File: config.mk
export PLATFORM = sky130hd
export DESIGN_NAME = led_light_mode_controller_core
export DESIGN_NICKNAME = d
export VERILOG_FILES = /design/src/llmc_pkg.sv /design/src/led_light_mode_controller_core.sv
export SDC_FILE = /design/constraint.sdc
export NUM_CORES = 1
export LEC_CHECK = 0
export ABC_AREA = 1
export BUFFER_PORTS_ARGS = -buffer_cell sky130_fd_sc_hd__buf_2
export CORE_ASPECT_RATIO = 0.6
export CORE_MARGIN = 4
export CORE_UTILIZATION = 60
export DETAILED_ROUTE_END_ITERATION = 6
export GPL_TIMING_DRIVEN = 0
export PLACE_DENSITY = 0.84
export REMOVE_ABC_BUFFERS = 1
export SYNTH_ARGS = -nofsm -noshare
export SYNTH_HDL_FRONTEND = slang
export SYNTH_SLANG_ARGS = --single-unit
export TNS_END_PERCENT = 100
File: constraint.sdc
create_clock -name clk_i -period 2.95 [get_ports clk_i]
set_input_delay 0.59 -clock clk_i [delete_from_list [all_inputs] [get_ports clk_i]]
set_output_delay 0.59 -clock clk_i [all_outputs]
set_load 0.02 [all_outputs]
File: src/llmc_pkg.sv
`default_nettype none

package llmc_pkg;

  // event kinds carried in the kind field
  typedef enum logic [1:0] {
    KIND_POWER_UP = 2'd0,
    KIND_TAP      = 2'd1,
    KIND_MICRO    = 2'd2,
    KIND_SAMPLE   = 2'd3
  } kind_e;

  // light modes as shown on the mode field
  typedef enum logic [2:0] {
    MODE_FIXED   = 3'd0,
    MODE_OPTIONS = 3'd1,
    MODE_CHECK   = 3'd2,
    MODE_BEACON  = 3'd3,
    MODE_STROBE  = 3'd4,
    MODE_CRIT    = 3'd5
  } mode_e;

  // configuration register indexes
  typedef enum logic [2:0] {
    REG_OPTION_BITS = 3'd0,
    REG_SAVED_LEVEL = 3'd1,
    REG_CRIT_THR    = 3'd2,
    REG_LOW_THR     = 3'd3,
    REG_QUARTER_THR = 3'd4,
    REG_HALF_THR    = 3'd5,
    REG_TQ_THR      = 3'd6
  } cfg_reg_e;

  // option bit positions
  localparam int unsigned OPT_LEVEL_MEM = 0;
  localparam int unsigned OPT_REVERSED  = 1;
  localparam int unsigned OPT_STROBE    = 2;

  // ramp anchor points, spread over the level count
  localparam logic [7:0] RAMP_PTS [4] = '{8'd5, 8'd35, 8'd118, 8'd255};

  localparam logic [7:0] DUTY_FLASH  = 8'd40;
  localparam logic [7:0] DUTY_BEACON = 8'd5;
  localparam logic [7:0] DUTY_TURBO  = 8'd255;

  localparam logic [3:0] TAPS_BEACON  = 4'd5;
  localparam logic [3:0] TAPS_CHECK   = 4'd6;
  localparam logic [3:0] TAPS_OPTIONS = 4'd10;
  localparam logic [3:0] TAPS_HOLD    = 4'd9;

  localparam logic [7:0] TICK_CLEAR  = 8'd4;
  localparam logic [6:0] CHECK_PHASE = 7'd14;

  localparam logic [2:0] OPT_RST   = 3'd0;
  localparam logic [2:0] SAVED_RST = 3'd0;
  localparam logic [7:0] CRIT_RST  = 8'd111;
  localparam logic [7:0] LOW_RST   = 8'd134;
  localparam logic [7:0] QTR_RST   = 8'd147;
  localparam logic [7:0] HALF_RST  = 8'd161;
  localparam logic [7:0] TQ_RST    = 8'd171;

  localparam logic [2:0] BLINKS_NONE = 3'd0;

endpackage

`default_nettype wire

File: src/led_light_mode_controller_core.sv
`default_nettype none

// led light mode controller: takes one event word per cycle unless in_stall_o
// is high (cold power-up, short tap, timer microtick, battery sample) and
// answers each with exactly one result word (mode, pwm duty, output enable,
// level, battery check blinks, low battery flag, save request). every event
// is handled in a single pass of combinational logic that updates the mode
// state and loads the result register, so a new event is taken every cycle
// that the input is not stalled; the only limit is the one-deep result
// register, which holds a new word whenever the old one leaves in the same
// cycle. configuration writes are always ready and should only happen while
// no event is in flight. RAMP_LEN sets the number of brightness levels
// (2..64); the level output shows the low three bits of the level.
module led_light_mode_controller_core
  import llmc_pkg::*;
#(
  parameter int unsigned RAMP_LEN = 4
) (
  input  wire logic       clk_i,
  input  wire logic       rst_ni,
  // event word
  input  wire logic       in_valid_i,
  output logic            in_stall_o,
  input  wire logic [1:0] kind_i,
  input  wire logic [7:0] voltage_i,
  // result word
  output logic            out_valid_o,
  input  wire logic       out_stall_i,
  output logic [2:0]      mode_o,
  output logic [7:0]      pwm_duty_o,
  output logic            output_on_o,
  output logic [2:0]      level_o,
  output logic [2:0]      blink_count_o,
  output logic            low_battery_o,
  output logic            save_request_o,
  // configuration writes
  input  wire logic       cfg_valid_i,
  output logic            cfg_ready_o,
  input  wire logic [2:0] cfg_index_i,
  input  wire logic [7:0] cfg_data_i
);

  // level register must hold RAMP_LEN and the 3-bit saved level
  localparam int unsigned LVL_W = ($clog2(RAMP_LEN + 1) > 3) ? $clog2(RAMP_LEN + 1) : 3;
  localparam int unsigned IDX_W = $clog2(RAMP_LEN);
  localparam int unsigned SPAN  = RAMP_LEN - 1;
  localparam logic [LVL_W-1:0] LVL_MAX = LVL_W'(RAMP_LEN);
  localparam logic [LVL_W-1:0] LVL_ONE = LVL_W'(1);

  // ramp table, worked out at elaboration
  logic [7:0] ramp_tbl [RAMP_LEN];

  for (genvar g = 0; g < RAMP_LEN; g++) begin : g_ramp
    localparam int X    = (g * 768) / SPAN;
    localparam int SEG  = X >> 8;
    localparam int FRAC = X & 255;
    localparam int SA   = (SEG >= 3) ? 3 : SEG;
    localparam int SB   = (SEG >= 2) ? 3 : SEG + 1;
    localparam int PA   = int'(RAMP_PTS[SA]);
    localparam int PB   = int'(RAMP_PTS[SB]);
    localparam int VAL  = (SEG >= 3) ? PB : PA + (((PB - PA) * FRAC) >> 8);
    assign ramp_tbl[g] = 8'(VAL);
  end

  // configuration registers
  logic [2:0] opt_q;
  logic [2:0] saved_q;
  logic [7:0] crit_q, low_q, qtr_q, half_q, tq_q;

  assign cfg_ready_o = 1'b1;

  always_ff @(posedge clk_i or negedge rst_ni) begin
    if (!rst_ni) begin
      opt_q   <= OPT_RST;
      saved_q <= SAVED_RST;
      crit_q  <= CRIT_RST;
      low_q   <= LOW_RST;
      qtr_q   <= QTR_RST;
      half_q  <= HALF_RST;
      tq_q    <= TQ_RST;
    end else if (cfg_valid_i && cfg_ready_o) begin
      case (cfg_reg_e'(cfg_index_i))
        REG_OPTION_BITS: opt_q   <= cfg_data_i[2:0];
        REG_SAVED_LEVEL: saved_q <= cfg_data_i[2:0];
        REG_CRIT_THR:    crit_q  <= cfg_data_i;
        REG_LOW_THR:     low_q   <= cfg_data_i;
        REG_QUARTER_THR: qtr_q   <= cfg_data_i;
        REG_HALF_THR:    half_q  <= cfg_data_i;
        REG_TQ_THR:      tq_q    <= cfg_data_i;
        default: ;  // writes past the list are dropped
      endcase
    end
  end

  // handshake: the result register empties or is taken this cycle
  logic in_acc;
  assign in_stall_o = out_valid_o && out_stall_i;
  assign in_acc     = in_valid_i && !in_stall_o;

  // controller state
  mode_e            mode_q, mode_d;
  logic [LVL_W-1:0] level_q, level_d;
  logic [3:0]       tap_q, tap_d, tap_inc;
  logic [7:0]       micro_q, micro_d;
  logic [7:0]       tick_q, tick_d;
  logic             pend_q, pend_d;

  // per-event results
  logic [2:0]       blinks;
  logic             low_flag, save_flag;
  logic [7:0]       duty;
  logic             on_flag;
  logic [LVL_W-1:0] lvl_clamp;
  logic [LVL_W-1:0] ramp_pos;

  assign tap_inc = tap_q + 4'd1;

  always_comb begin
    mode_d    = mode_q;
    level_d   = level_q;
    tap_d     = tap_q;
    micro_d   = micro_q;
    tick_d    = tick_q;
    pend_d    = pend_q;
    blinks    = BLINKS_NONE;
    low_flag  = 1'b0;
    save_flag = 1'b0;

    case (kind_e'(kind_i))
      KIND_POWER_UP: begin
        mode_d  = opt_q[OPT_STROBE] ? MODE_STROBE : MODE_FIXED;
        tap_d   = '0;
        micro_d = '0;
        tick_d  = '0;
        pend_d  = 1'b0;
        if (opt_q[OPT_LEVEL_MEM] && (saved_q != 3'd0)) begin
          // saved level saturates at the top of the ramp
          level_d = (LVL_W'(saved_q) > LVL_MAX) ? LVL_MAX : LVL_W'(saved_q);
        end else begin
          level_d = LVL_ONE;
        end
      end
      KIND_TAP: begin
        micro_d = '0;
        tick_d  = '0;
        pend_d  = 1'b0;
        tap_d   = tap_inc;
        if (tap_inc == TAPS_CHECK) begin
          mode_d = MODE_CHECK;
        end else if (tap_inc == TAPS_BEACON) begin
          mode_d = MODE_BEACON;
        end else if (tap_inc == TAPS_OPTIONS) begin
          tap_d  = TAPS_HOLD;
          mode_d = MODE_OPTIONS;
        end else if (mode_q == MODE_FIXED) begin
          level_d   = (level_q == LVL_MAX) ? LVL_ONE : level_q + LVL_ONE;
          save_flag = opt_q[OPT_LEVEL_MEM];
        end else begin
          mode_d = MODE_FIXED;
        end
      end
      KIND_MICRO: begin
        // 256 microticks wrap into one tick
        micro_d = micro_q - 8'd1;
        if (micro_d == 8'd0) begin
          tick_d = tick_q + 8'd1;
          if (tick_d == TICK_CLEAR) begin
            tap_d = '0;
          end
          if (tick_d[6:0] == CHECK_PHASE) begin
            pend_d = 1'b1;
          end
        end
      end
      KIND_SAMPLE: begin
        // critical lockout ignores samples
        if (mode_q != MODE_CRIT) begin
          if (mode_q == MODE_CHECK) begin
            if (voltage_i >= tq_q) begin
              blinks = 3'd4;
            end else if (voltage_i >= half_q) begin
              blinks = 3'd3;
            end else if (voltage_i >= qtr_q) begin
              blinks = 3'd2;
            end else begin
              blinks = 3'd1;
            end
          end
          if (pend_q) begin
            if (voltage_i <= crit_q) begin
              mode_d = MODE_CRIT;
              blinks = BLINKS_NONE;
            end else if (voltage_i <= low_q) begin
              low_flag = 1'b1;
            end
            pend_d = 1'b0;
          end
        end
      end
      default: ;
    endcase
  end

  // duty from the new mode and level
  always_comb begin
    lvl_clamp = (level_d > LVL_MAX) ? LVL_MAX : level_d;
    ramp_pos  = opt_q[OPT_REVERSED] ? (LVL_MAX - lvl_clamp) : (lvl_clamp - LVL_ONE);
    case (mode_d)
      MODE_FIXED: begin
        duty    = (level_d == '0) ? 8'd0 : ramp_tbl[ramp_pos[IDX_W-1:0]];
        on_flag = (level_d != '0);
      end
      MODE_BEACON: begin
        duty    = DUTY_BEACON;
        on_flag = 1'b1;
      end
      MODE_STROBE: begin
        duty    = DUTY_TURBO;
        on_flag = 1'b1;
      end
      default: begin
        duty    = DUTY_FLASH;
        on_flag = 1'b0;
      end
    endcase
  end

  always_ff @(posedge clk_i or negedge rst_ni) begin
    if (!rst_ni) begin
      mode_q  <= MODE_FIXED;
      level_q <= LVL_ONE;
      tap_q   <= '0;
      micro_q <= '0;
      tick_q  <= '0;
      pend_q  <= 1'b0;
    end else if (in_acc) begin
      mode_q  <= mode_d;
      level_q <= level_d;
      tap_q   <= tap_d;
      micro_q <= micro_d;
      tick_q  <= tick_d;
      pend_q  <= pend_d;
    end
  end

  // result register
  logic out_valid_q;

  always_ff @(posedge clk_i or negedge rst_ni) begin
    if (!rst_ni) begin
      out_valid_q <= 1'b0;
    end else if (in_acc) begin
      out_valid_q <= 1'b1;
    end else if (!out_stall_i) begin
      out_valid_q <= 1'b0;
    end
  end

  always_ff @(posedge clk_i) begin
    if (in_acc) begin
      mode_o         <= mode_d;
      pwm_duty_o     <= duty;
      output_on_o    <= on_flag;
      level_o        <= level_d[2:0];
      blink_count_o  <= blinks;
      low_battery_o  <= low_flag;
      save_request_o <= save_flag;
    end
  end

  assign out_valid_o = out_valid_q;

endmodule

`default_nettype wire

Yosys cells after proc, flatten, opt, wreduce, memory -nomap -nowiden --
Cells that the tools add are included.
Storage, ports and cells: bits in registers 94, output and inout port bits 23, word-level logic and storage cells 142
Cells by class: $lt $le $gt $ge 8, reductions and logical operators 30, equal/unequal tests 24, add/subtract/negate cells 6, bitwise operators 6, multiplexer cells 47
Operators by type and width (number):
- 3-bit 2-to-1 mux | 19
- 8-bit 2-to-1 mux | 4
- 8-bit case mux with 2 select lines | 2
- 8-bit greater-or-equal comparator | 3
- 8-bit case mux with 3 select lines | 1
- 4-bit 2-to-1 mux | 5
- 2-bit AND reduction | 9
- 8-bit binary-select mux with 2-bit select | 1
- 8-bit less-or-equal comparator | 2
- 3-bit == test (second input constant) | 5
- 3-bit by 2-bit == test with 1-bit output (second input constant) | 4
- 3-bit zero test | 4
- 4-bit case mux with 3 select lines | 1
- 3-bit case mux with 3 select lines | 1
- 3-bit nonzero test | 3
- 8-bit by 1-bit adder with 8-bit output (second input constant) | 1
- 4-bit by 3-bit == test with 1-bit output (second input constant) | 2
- 8-bit by 3-bit == test with 1-bit output (second input constant) | 1
- 8-bit zero test | 1
- 2-bit 2-to-1 mux | 4
- 2-bit != test (second input constant) | 4
- 4-bit AND reduction | 2
- 8-bit by 1-bit subtractor with 8-bit output (second input constant) | 1
- 7-bit by 4-bit == test with 1-bit output (second input constant) | 1
- other kinds (26) | 40

Logic depth before layout (Yosys ltp) --
Gate-level depths: netlist (run 1).
depth in word-level cells 17, mapped depth 21, gate-level depth less buffers 21

Worst setup path before layout (run 1) --
OpenSTA, ideal clock, no wires.
kind in2reg, from input out_stall_i, to register pend_q, slack 0.417 ns, library setup time 0.077 ns, cell stages on the path 10, data required time 2.873 ns, arrival time 2.456 ns, cells stage by stage nand2_1 inv_1 nor2_2 inv_1 clkbuf_1 a21oi_1 nand3_1 nor3_1 a21oi_1 a21oi_1
Between the ends: word-level cells in the longest chain between the ends 4
RTL lines:
- from (decl) | line led_light_mode_controller_core.sv:28 | input wire logic out_stall_i,
- 1-bit logical AND | line led_light_mode_controller_core.sv:97 | assign in_stall_o = out_valid_o && out_stall_i;
- named net in_stall_o | line led_light_mode_controller_core.sv:23 | output logic in_stall_o,
- 1-bit zero test | line led_light_mode_controller_core.sv:98 | assign in_acc = in_valid_i && !in_stall_o;
- 1-bit logical AND | line led_light_mode_controller_core.sv:98
- named net in_acc | line led_light_mode_controller_core.sv:96 | logic in_acc;
- 4-bit AND reduction (no line)
- to (signal assigned) | line led_light_mode_controller_core.sv:242 | pend_q <= pend_d;
- to (decl) | line led_light_mode_controller_core.sv:106 | logic pend_q, pend_d;
The timed path passes the listed nets, and every way through them passes these cells. A chain may end at the register's enable or synchronous reset.

Worst setup path after layout (run 1) --
from register crit_q[6], to register pwm_duty_o[3] (data pin)
Between the ends: word-level cells in the longest chain between the ends 7, elaborated cells between the ends (all ways) 9, classes of those cells order compare: 1; eq/ne: 2; mux: 5; reduce/logical: 1
RTL lines:
- from (decl) | line led_light_mode_controller_core.sv:68 | logic [7:0] crit_q, low_q, qtr_q, half_q, tq_q;
- from (signal assigned) | line led_light_mode_controller_core.sv:85 | REG_CRIT_THR: crit_q <= cfg_data_i;
- 8-bit less-or-equal comparator (*) | line led_light_mode_controller_core.sv:190 | if (voltage_i <= crit_q) begin
- 3-bit 2-to-1 mux (*) | line led_light_mode_controller_core.sv:190
- 3-bit 2-to-1 mux (*) | line led_light_mode_controller_core.sv:189 | if (pend_q) begin
- 3-bit 2-to-1 mux (*) | line led_light_mode_controller_core.sv:177 | if (mode_q != MODE_CRIT) begin
- 3-bit case mux with 3 select lines (*) | line led_light_mode_controller_core.sv:129 | case (kind_e'(kind_i))
- named net mode_d[2] | line led_light_mode_controller_core.sv:101 | mode_e mode_q, mode_d;
- 3-bit == test (tied with other cells) | line led_light_mode_controller_core.sv:208 | case (mode_d)
- 8-bit case mux with 3 select lines (*) | line led_light_mode_controller_core.sv:208
- named net duty[3] | line led_light_mode_controller_core.sv:111 | logic [7:0] duty;
- to (signal assigned) | line led_light_mode_controller_core.sv:262 | pwm_duty_o <= duty;
- to (decl) | line led_light_mode_controller_core.sv:30 | output logic [7:0] pwm_duty_o,
Mark *: on every way through the listed nets, which the timed path passes. The rest lies on a longest branch.

==> impl_metrics.json, run 1 <==
{
  "status": "finished, final reports clean",
  "drt_iter0_drc": 354,
  "post-route-util_pct": 70.6,
  "wirelength_mm": 12.5,
  "cp.arrival_ps": 2800,
  "grt_first_pass_wirelength_mm": 21.3,
  "via_per_inst": 5.60,
  "clock_latency_ps": 340,
  "fin_crit_ps": 2700,
  "ys_warn_count": 0,
  "place_ws_ps": -159,
  "grt_pass1_vias": 4552,
  "start_util_pct": 63.1,
  "crit_path_end_kind": "flip-flop",
  "grt_use_met2_pct": 42.5,
  "drive_gt1_share_pct": 19.5,
  "p_leak_uw": 0.00303,
  "boundaryPins": 49,
  "syn-instance-count": 638,
  "ys_seq_area_share_pct": 44.5,
  "worstMarginPinSlew_ps": 565,
  "finalNonFillerCells": 805,
  "root_buffer": "clkbuf_16",
  "yosysUniqueCellTypes": 45,
  "synthToLayoutAreaGrowth_pct": 11.8,
  "criticalPathCategory": "flip-flop to flip-flop",
  "fmax_mhz": 370,
  "fillers": 631,
  "gp_congestion": 0.870,
  "ir_drop_v": 0.000351,
  "ys_seq_elements": 93,
  "fp.dieH_um": 82.2,
  "clkTransAtPathRegs_ps": 70,
  "place_inst": 788,
  "synth-async-reset-ratio_pct": 79.6,
  "drc_errors": 0,
  "min_path_type": "primary input to asynchronous set/reset pin",
  "synth.avg_cell_area_um2": 8.63,
  "post_drt_wl_per_cell_um": 15.5,
  "num_vias": 4512,
  "post_cts_buffers": 0,
  "first_pass_iters": 5,
  "busiest_layer": "met2",
  "post-route-cell-area_um2": 6150,
  "final_cell_mix": "nand2_1, inv_1, o21ai_0",
  "chipWidth_um": 132,
  "setup_tns_ps": 0,
  "setup_slack_ps": 251,
  "finalCritPeriodShare_pct": 91.5,
  "layout.cells.most_common": "nand2_1",
  "clockBufferDepth": 2,
  "rsz0062_at_grt": "false",
  "cts.htree.levels": 3,
  "place_hpwl_mm": 9.43,
  "grt_util_met3_pct": 6.05,
  "grt_remaining_overflow": 0,
  "numCtsBuffers": 9,
  "p_per_area_nw_per_um2": 639,
  "slew_headroom_pct": 62.2,
  "place_area_um2": 5850,
  "syn-cell-area_um2": 5500,
  "diodes": 0,
  "dieArea_um2": 10800,
  "antenna_found_initial": 0,
  "layout.nets": 763,
  "cts_resized": 0,
  "cts.sinks": 93,
  "crit_fanout": 5,
  "ant_nets": 0,
  "drv_cap": 0,
  "cts_tree": "done",
  "grt_max_degree": 48,
  "io_buffers": 47,
  "core_um2": 8720,
  "grt_use_met1_pct": 32.0,
  "grt_usage_pct": 24.7,
  "drv_slew": 0,
  "hold_viol": 0,
  "postCtsHoldBufs": 0,
  "rows": 26,
  "synth_edf_count": 19,
  "worstPathRequired_ps": 3050,
  "setup_viol": 0,
  "yosys_most_used_dff": "dfrtp_1",
  "critPathLaunchType": "flip-flop",
  "finClkSkew_ps": 5.83
}
## state kept, by name, indices dropped and copies added (netlist names), 4 cells and up
name,count
half_q,8
crit_q,8
tq_q,8
tick_q,8
low_q,8
pwm_duty_o,7
micro_q,8
qtr_q,8
tap_q,4
## worst max-delay path, cell delays in order (launching register included)
cell     delay, ps
dfstp_2        530
inv_1           40
ha_1           270
nand2_1         70
nor2_1         170
nand4_1        180
nand2_1        130
nand2_1        100
o21ai_1        420
inv_1          100
nand3_2        140
nor2_4          70
nand2_2         70
nand2_2         50
nand2_2         60
nand2_1         50
## kinds of logic after synthesis
kind of cell	count (synthesis)	synth area share (%)
buffers and inverters	117	8.28
DFF	93	44.5
xor gates and xnor gates	12	1.91
other	1	0.0681
adders and majority gates	49	11.1
and+or+nand+nor	245	22.0
AOI/OAI and AO/OA	121	12.1
## final timing paths
check                           cells after the start             to  slack [ps]       start
worst max-delay path                               15  pwm_duty_o[3]         250   crit_q[6]
min in group clk_i                                  3    out_valid_o         460  in_valid_i
worst max register to register                     15  pwm_duty_o[3]         250   crit_q[6]
max in group asynchronous                           2      crit_q[0]        2160      rst_ni
worst min-delay path                                1       low_q[3]         170      rst_ni
worst min register to register                      2      half_q[6]         490   half_q[6]
## Yosys cell counts (7+ instances only)
cell / number / area, um2
nand2_1: 130 / 488
inv_1: 101 / 379
o21ai_0: 75 / 375
dfrtp_1: 52 / 1300
ha_1: 49 / 613
nand3_1: 30 / 150
nor2_1: 26 / 97.6
dfstp_2: 22 / 578
a21oi_1: 21 / 105
edfxtp_1: 19 / 571
nand2_2: 17 / 106
xor2_1: 11 / 96.3
nor3_1: 10 / 50.1
nand3_2: 7 / 70.1
## layout make-up
class	count	area, um2	share of cell area [%]
inverter	107	402	6.53
tap	112	140	2.28
clock inverter	5	51.3	0.834
timing repair buffer	49	280	4.55
multi-input combinational	428	2600	42.2
clock buffer	11	233	3.78
sequential	93	2450	39.8
## report_power, final
group	switching [uW]	internal [uW]
combinational	698	405
sequential	127	1570
clock	482	652
## stage by stage
step	hold slack (ps)	power, uW
floorplan	294	2490
global placement	461	2710
detailed placement	477	2800
CTS	180	3930
global route	194	4180
finish	167	3930
## routing by layer
metal | vias to the layer above | wire length (um)
met1 | 2146 | 5680
met5 | - | 0
met3 | 18 | 916
met4 | 0 | 159
li1 | 2192 | -
met2 | 156 | 5750
Note: power is estimated with default switching activity, not from simulation.
==> run 2: changes to the inputs <==
- CELL_PAD_IN_SITES_DETAIL_PLACEMENT: unset -> 1
- CELL_PAD_IN_SITES_GLOBAL_PLACEMENT: unset -> 1
- CORE_MARGIN: 4 -> unset
- CORE_UTILIZATION: 60 -> 46
- PLACE_DENSITY: 0.84 -> 0.85
==> run 2 against run 1 <==
- clock power barely moved
- sequential power barely moved
- routed wire length rose by 18%
- utilization fell by 16 points
- non-clock buffer count fell by 1
- largest cell class unchanged
- global-route usage rose by 1.2 points
- sequential share of layout area fell by 0.40 points
- via count fell by 0.18%
==> impl_metrics.json, run 2 (synthesis gave the netlist of run 1 again) <==
{
  "post_cts_buffers": 0,
  "rsz0062_at_grt": "false",
  "fp.dieH_um": 86.7,
  "postCtsHoldBufs": 0,
  "drc_errors": 0,
  "clockBufferDepth": 2,
  "p_per_area_nw_per_um2": 647,
  "num_vias": 4504,
  "clock_latency_ps": 350,
  "core_um2": 11500,
  "cts.sinks": 93,
  "place_hpwl_mm": 11.2,
  "chipWidth_um": 143,
  "root_buffer": "clkbuf_16",
  "crit_buf_inv": 2,
  "drive_gt1_share_pct": 19.8,
  "path_cells": "inv_1 > ha_1 > nand2_1 > nor2_1 > nand2_1 > nand2_1 > nand2_1 > nand2_1 > nand2_1 > nand2_1 > nand3_2 > nand3_2 > inv_2 > nor2_2 > o21ai_0",
  "start_util_pct": 47.9,
  "post_drt_wl_per_cell_um": 17.3,
  "fmax_mhz": 370,
  "min_path_type": "primary input to asynchronous set/reset pin",
  "crit_family": "simple AND/OR/NAND/NOR gates",
  "crit_fanout": 5,
  "diodes": 0,
  "antenna_found_initial": 0,
  "finalCritPeriodShare_pct": 91.7,
  "criticalPathCategory": "flip-flop to flip-flop",
  "critPathLaunchType": "flip-flop",
  "slowest_delay_ps": 530,
  "final_cell_mix": "nand2_1, inv_1, o21ai_0",
  "fillers": 1398,
  "ant_nets": 0,
  "crit_top_cell": "nand2_1",
  "register_area_um2": 2450,
  "gp_congestion": 0.866,
  "crit_path_end_kind": "flip-flop",
  "worstMarginPinSlew_ps": 754,
  "multi_input_area_um2": 2610,
  "setup_viol": 0,
  "worstPathRequired_ps": 3030,
  "grt_usage_pct": 25.9,
  "ir_drop_v": 0.000317,
  "grt_max_degree": 54,
  "layout.cells.most_common": "nand2_1",
  "rows": 30,
  "drv_slew": 0,
  "grt_first_pass_wirelength_mm": 24.4,
  "layout.nets": 762,
  "slowest_stage": "dfstp_2",
  "finClkSkew_ps": 5.74,
  "drt_iter0_drc": 251,
  "slew_headroom_pct": 49.6,
  "p_leak_uw": 0.00302,
  "first_pass_iters": 4,
  "numCtsBuffers": 9,
  "cts_tree": "done",
  "fin_crit_ps": 2700,
  "post-route-util_pct": 54.1,
  "synthToLayoutAreaGrowth_pct": 13.0,
  "via_per_inst": 5.29,
  "wirelength_mm": 14.8,
  "io_buffers": 47,
  "grt_pass1_vias": 4902,
  "boundaryPins": 49,
  "clkTransAtPathRegs_ps": 70,
  "cp.arrival_ps": 2780,
  "grt_remaining_overflow": 0,
  "hold_viol": 0,
  "drv_cap": 0,
  "dieArea_um2": 12400,
  "cts.htree.levels": 3,
  "fin_total_pwr_uw": 4020,
  "status": "finished, final reports clean"
}
-- run 2: cell count changes in the layout (fill, tap and decap cells not counted) --
cell / change
nor2_2: -1
clkinv_4: +1
clkinv_1: -1
o21ai_1: -1
clkbuf_1: -1
o21ai_2: +1
clkinvlp_4: +1
nor2_4: +1
buf_8: -1
-- run 2: final timing paths --
check	from	endpoint	slack, ps	cells past startpoint
setup / recovery	crit_q[6]	output_on_o	250	15
hold / removal	rst_ni	low_q[6]	130	1
setup reg to reg	crit_q[6]	output_on_o	250	15
hold reg to reg	tq_q[4]	tq_q[4]	490	2
max in group asynchronous	rst_ni	half_q[0]	2200	2
min in group clk_i	out_stall_i	out_valid_o	470	3
-- run 2: layout make-up --
cell class | instances | area share (%)
multi-input combinational | 428 | 41.9
clock buffer | 10 | 3.68
timing repair buffer | 48 | 4.27
clock inverter | 6 | 1.03
sequential | 93 | 39.4
inverter | 107 | 6.46
tap | 160 | 3.22
-- run 2: worst reg2reg max path, delay by kind of cell (launching register included) --
kind | cells | cell delay, ps
compound gates | 1 | 140
fa+ha+maj | 1 | 290
simple gates | 11 | 1370
flops | 1 | 530
buf+inv | 2 | 110
-- run 2: what timing repair did --
action,4_1_cts,5_1_grt
gates resized for setup,1,1
gates cloned,0,0
endpoints found under the setup margin,1,3
-- run 2: power breakdown --
group	internal [uW]	switching [uW]	total [uW]	leakage (uW)
Sequential	1570	136	1710	0.00109
Clock	656	507	1160	0.000138
Combinational	407	750	1160	0.00179
Total	2630	1390	4020	0.00302
-- run 2: layer usage --
| metal | track usage [%] | share of wire, % |
|---|---|---|
| met5 | 0 | 0 |
| met4 | 6.94 | 1.6 |
| met2 | 44.0 | 47 |
| met3 | 5.08 | 3.4 |
| met1 | 33.9 | 48 |
-- run 2: per-stage QoR --
| stage | hold slack (ps) | setup WS (ps) | std cells | setup TNS, ps | instance area (um2) |
|---|---|---|---|---|---|
| after global routing | 145 | 87.6 | 852 | 0 | 6220 |
| after detailed placement | 473 | -327 | 836 | -3820 | 5910 |
| final | 135 | 246 | 852 | 0 | 6220 |
| after floorplan | 294 | 422 | 628 | 0 | 5450 |
| after global placement | 461 | -154 | 835 | -825 | 5880 |
| after CTS | 142 | 94.4 | 852 | 0 | 6210 |
==> run 3: changes to the inputs <==
- CELL_PAD_IN_SITES_GLOBAL_PLACEMENT: 1 -> 2
- CORE_UTILIZATION: 46 -> 33
- PLACE_DENSITY: 0.85 -> unset
- PLACE_DENSITY_LB_ADDON: unset -> 0.1
- clock period: 2.95 -> 2.2 ns (I/O delays scaled with it)
==> run 3 against run 2 <==
- the run now ends with negative setup slack left
- utilization fell by 13 points
- final area rose by 8.1%
- sequential share of layout area fell by 2.9 points
- clock-buffer cell count rose by 5
- hold slack got worse by 76 ps
- sequential cell count did not move
- first-iteration DRC count fell by 34%
- largest power group unchanged
==> impl_metrics.json, run 3 (synthesis gave the netlist of run 1 again) <==
{
  "status": "finished, violations left",
  "violations": "negative setup slack",
  "p_comb_share_pct": 31.0,
  "rsz0062_at_grt": "true",
  "chipWidth_um": 169,
  "fp.dieH_um": 102,
  "post-route-cell-area_um2": 6720,
  "gp_congestion": 0.776,
  "slowest_stage": "dfstp_2",
  "numCtsBuffers": 9,
  "first_pass_iters": 4,
  "cts.sinks": 93,
  "grt_max_degree": 39,
  "drt_iter0_drc": 165,
  "clkTransAtPathRegs_ps": 60,
  "post_drt_wl_per_cell_um": 15.3,
  "synthToLayoutAreaGrowth_pct": 22.1,
  "dieArea_um2": 17200,
  "grt_first_pass_wirelength_mm": 23.5,
  "ant_nets": 0,
  "postCtsHoldBufs": 0,
  "worstMarginPinSlew_ps": 710,
  "wirelength_mm": 14.5,
  "rr_startpoint": "crit_q[6]",
  "place_area_um2": 5990,
  "grt_usage_pct": 18.2,
  "p_leak_uw": 0.00318,
  "crit_fanout": 5,
  "setup_viol": 9,
  "start_util_pct": 33.8,
  "path_cells": "inv_1 > ha_4 > nand2_2 > a21oi_1 > nor2_1 > nand2_2 > nand2_2 > nand2_4 > nand2_2 > nand2_2 > nand2_2 > nand2_4 > nand3_4 > nor2_4 > nand2_2 > nand2_2 > nand2_2 > nand2_1",
  "ir_drop_v": 0.000301,
  "layout.nets": 788,
  "grt_remaining_overflow": 0,
  "num_vias": 4427,
  "grt_pass1_vias": 4415,
  "cts.htree.levels": 3,
  "via_per_inst": 4.68,
  "drive_gt1_share_pct": 27.7,
  "hold_slack_ps": 58.7,
  "intPower_uw": 3630,
  "switchingPower_uw": 1860,
  "swShare_pct": 33.8,
  "drv_cap": 0,
  "layout.cells.most_common": "nand2_1",
  "antenna_found_initial": 0,
  "crit_top_cell": "nand2_2",
  "cp.arrival_ps": 2610,
  "diodes": 0,
  "final_cell_mix": "nand2_1, inv_1, o21ai_0",
  "cp-startpoint": "crit_q[6]",
  "boundaryPins": 49,
  "slew_headroom_pct": 52.6,
  "crit_path_end_kind": "flip-flop",
  "post-route-util_pct": 41.3,
  "finClkSkew_ps": 6.29,
  "clock_latency_ps": 350,
  "clockPowerShare_pct": 27.6,
  "worstPathRequired_ps": 2420,
  "criticalPathCategory": "flip-flop to flip-flop",
  "setup_slack_ps": -192,
  "cts_tree": "done",
  "core_um2": 16300,
  "io_buffers": 47,
  "drv_slew": 0,
  "hold_viol": 0,
  "clockBufferDepth": 2,
  "min_path_type": "primary input to asynchronous set/reset pin",
  "slowest_delay_ps": 530,
  "root_buffer": "clkbuf_16",
  "finalCritPeriodShare_pct": 109,
  "critPathLaunchType": "flip-flop",
  "fin_crit_ps": 2390,
  "p_per_area_nw_per_um2": 817,
  "place_hpwl_mm": 10.8,
  "drc_errors": 0,
  "fmax_mhz": 418,
  "seqPwrFrac_pct": 41.5,
  "fin_total_pwr_uw": 5490,
  "rows": 36
}
run 3: routing by layer:
metal / GRT usage (%) / wire length, um / vias to the layer above
li1: - / - / 2234
met1: 27.6 / 8110 / 2128
met2: 25.6 / 5690 / 55
met3: 4.07 / 565 / 10
met4: 4.69 / 154 / 0
met5: 0 / 0 / -
run 3: layout make-up:
class	count	area, um2
fill	1921	9540
multi-input combinational	429	2830
sequential	93	2450
timing repair buffer	73	465
inverter	107	404
tap	228	285
clock buffer	15	278
clock inverter	1	5.00
run 3: metrics by stage:
stage | worst slack, ps | std cells | TNS [ps]
detailed placement | -970 | 904 | -23060
floorplan | -209 | 628 | -1420
finish | -192 | 946 | -1250
global placement | -892 | 903 | -20770
global route | -382 | 946 | -3420
CTS | -158 | 942 | -1280
run 3: what timing repair did:
| item | in CTS | in global routing |
|---|---|---|
| pin swaps | 19 | 23 |
| setup endpoints to repair | 33 | 37 |
| resized for setup | 32 | 25 |
| setup buffers | 21 | 4 |
| cloned | 1 | 0 |
run 3: worst max-delay path, delay by kind of cell, from the launching register on:
family / cells / cell delay [ps]
simple gates: 15 / 1290
flops: 1 / 530
fa+ha+maj: 1 / 260
compound gates: 1 / 120
buf+inv: 1 / 60
run 3: power by group through the flow:
stage / Combinational (uW) / Clock, uW / Sequential (uW)
2_1_floorplan: 1020 / 0 / 2310
3_3_place_gp: 1420 / 0 / 2290
3_5_place_dp: 1470 / 0 / 2300
4_1_cts: 1630 / 1590 / 2270
5_1_grt: 1940 / 1640 / 2310
6_report: 1700 / 1510 / 2280
run 3: final timing paths:
check,endpoint,slack (ps),cells past startpoint
setup / recovery,pwm_duty_o[3],-190,18
hold / removal,level_q[1],60,1
setup reg to reg,pwm_duty_o[3],-190,18
hold reg to reg,low_q[5],490,2
max in group asynchronous,low_q[7],1480,2
min in group clk_i,out_valid_o,310,3
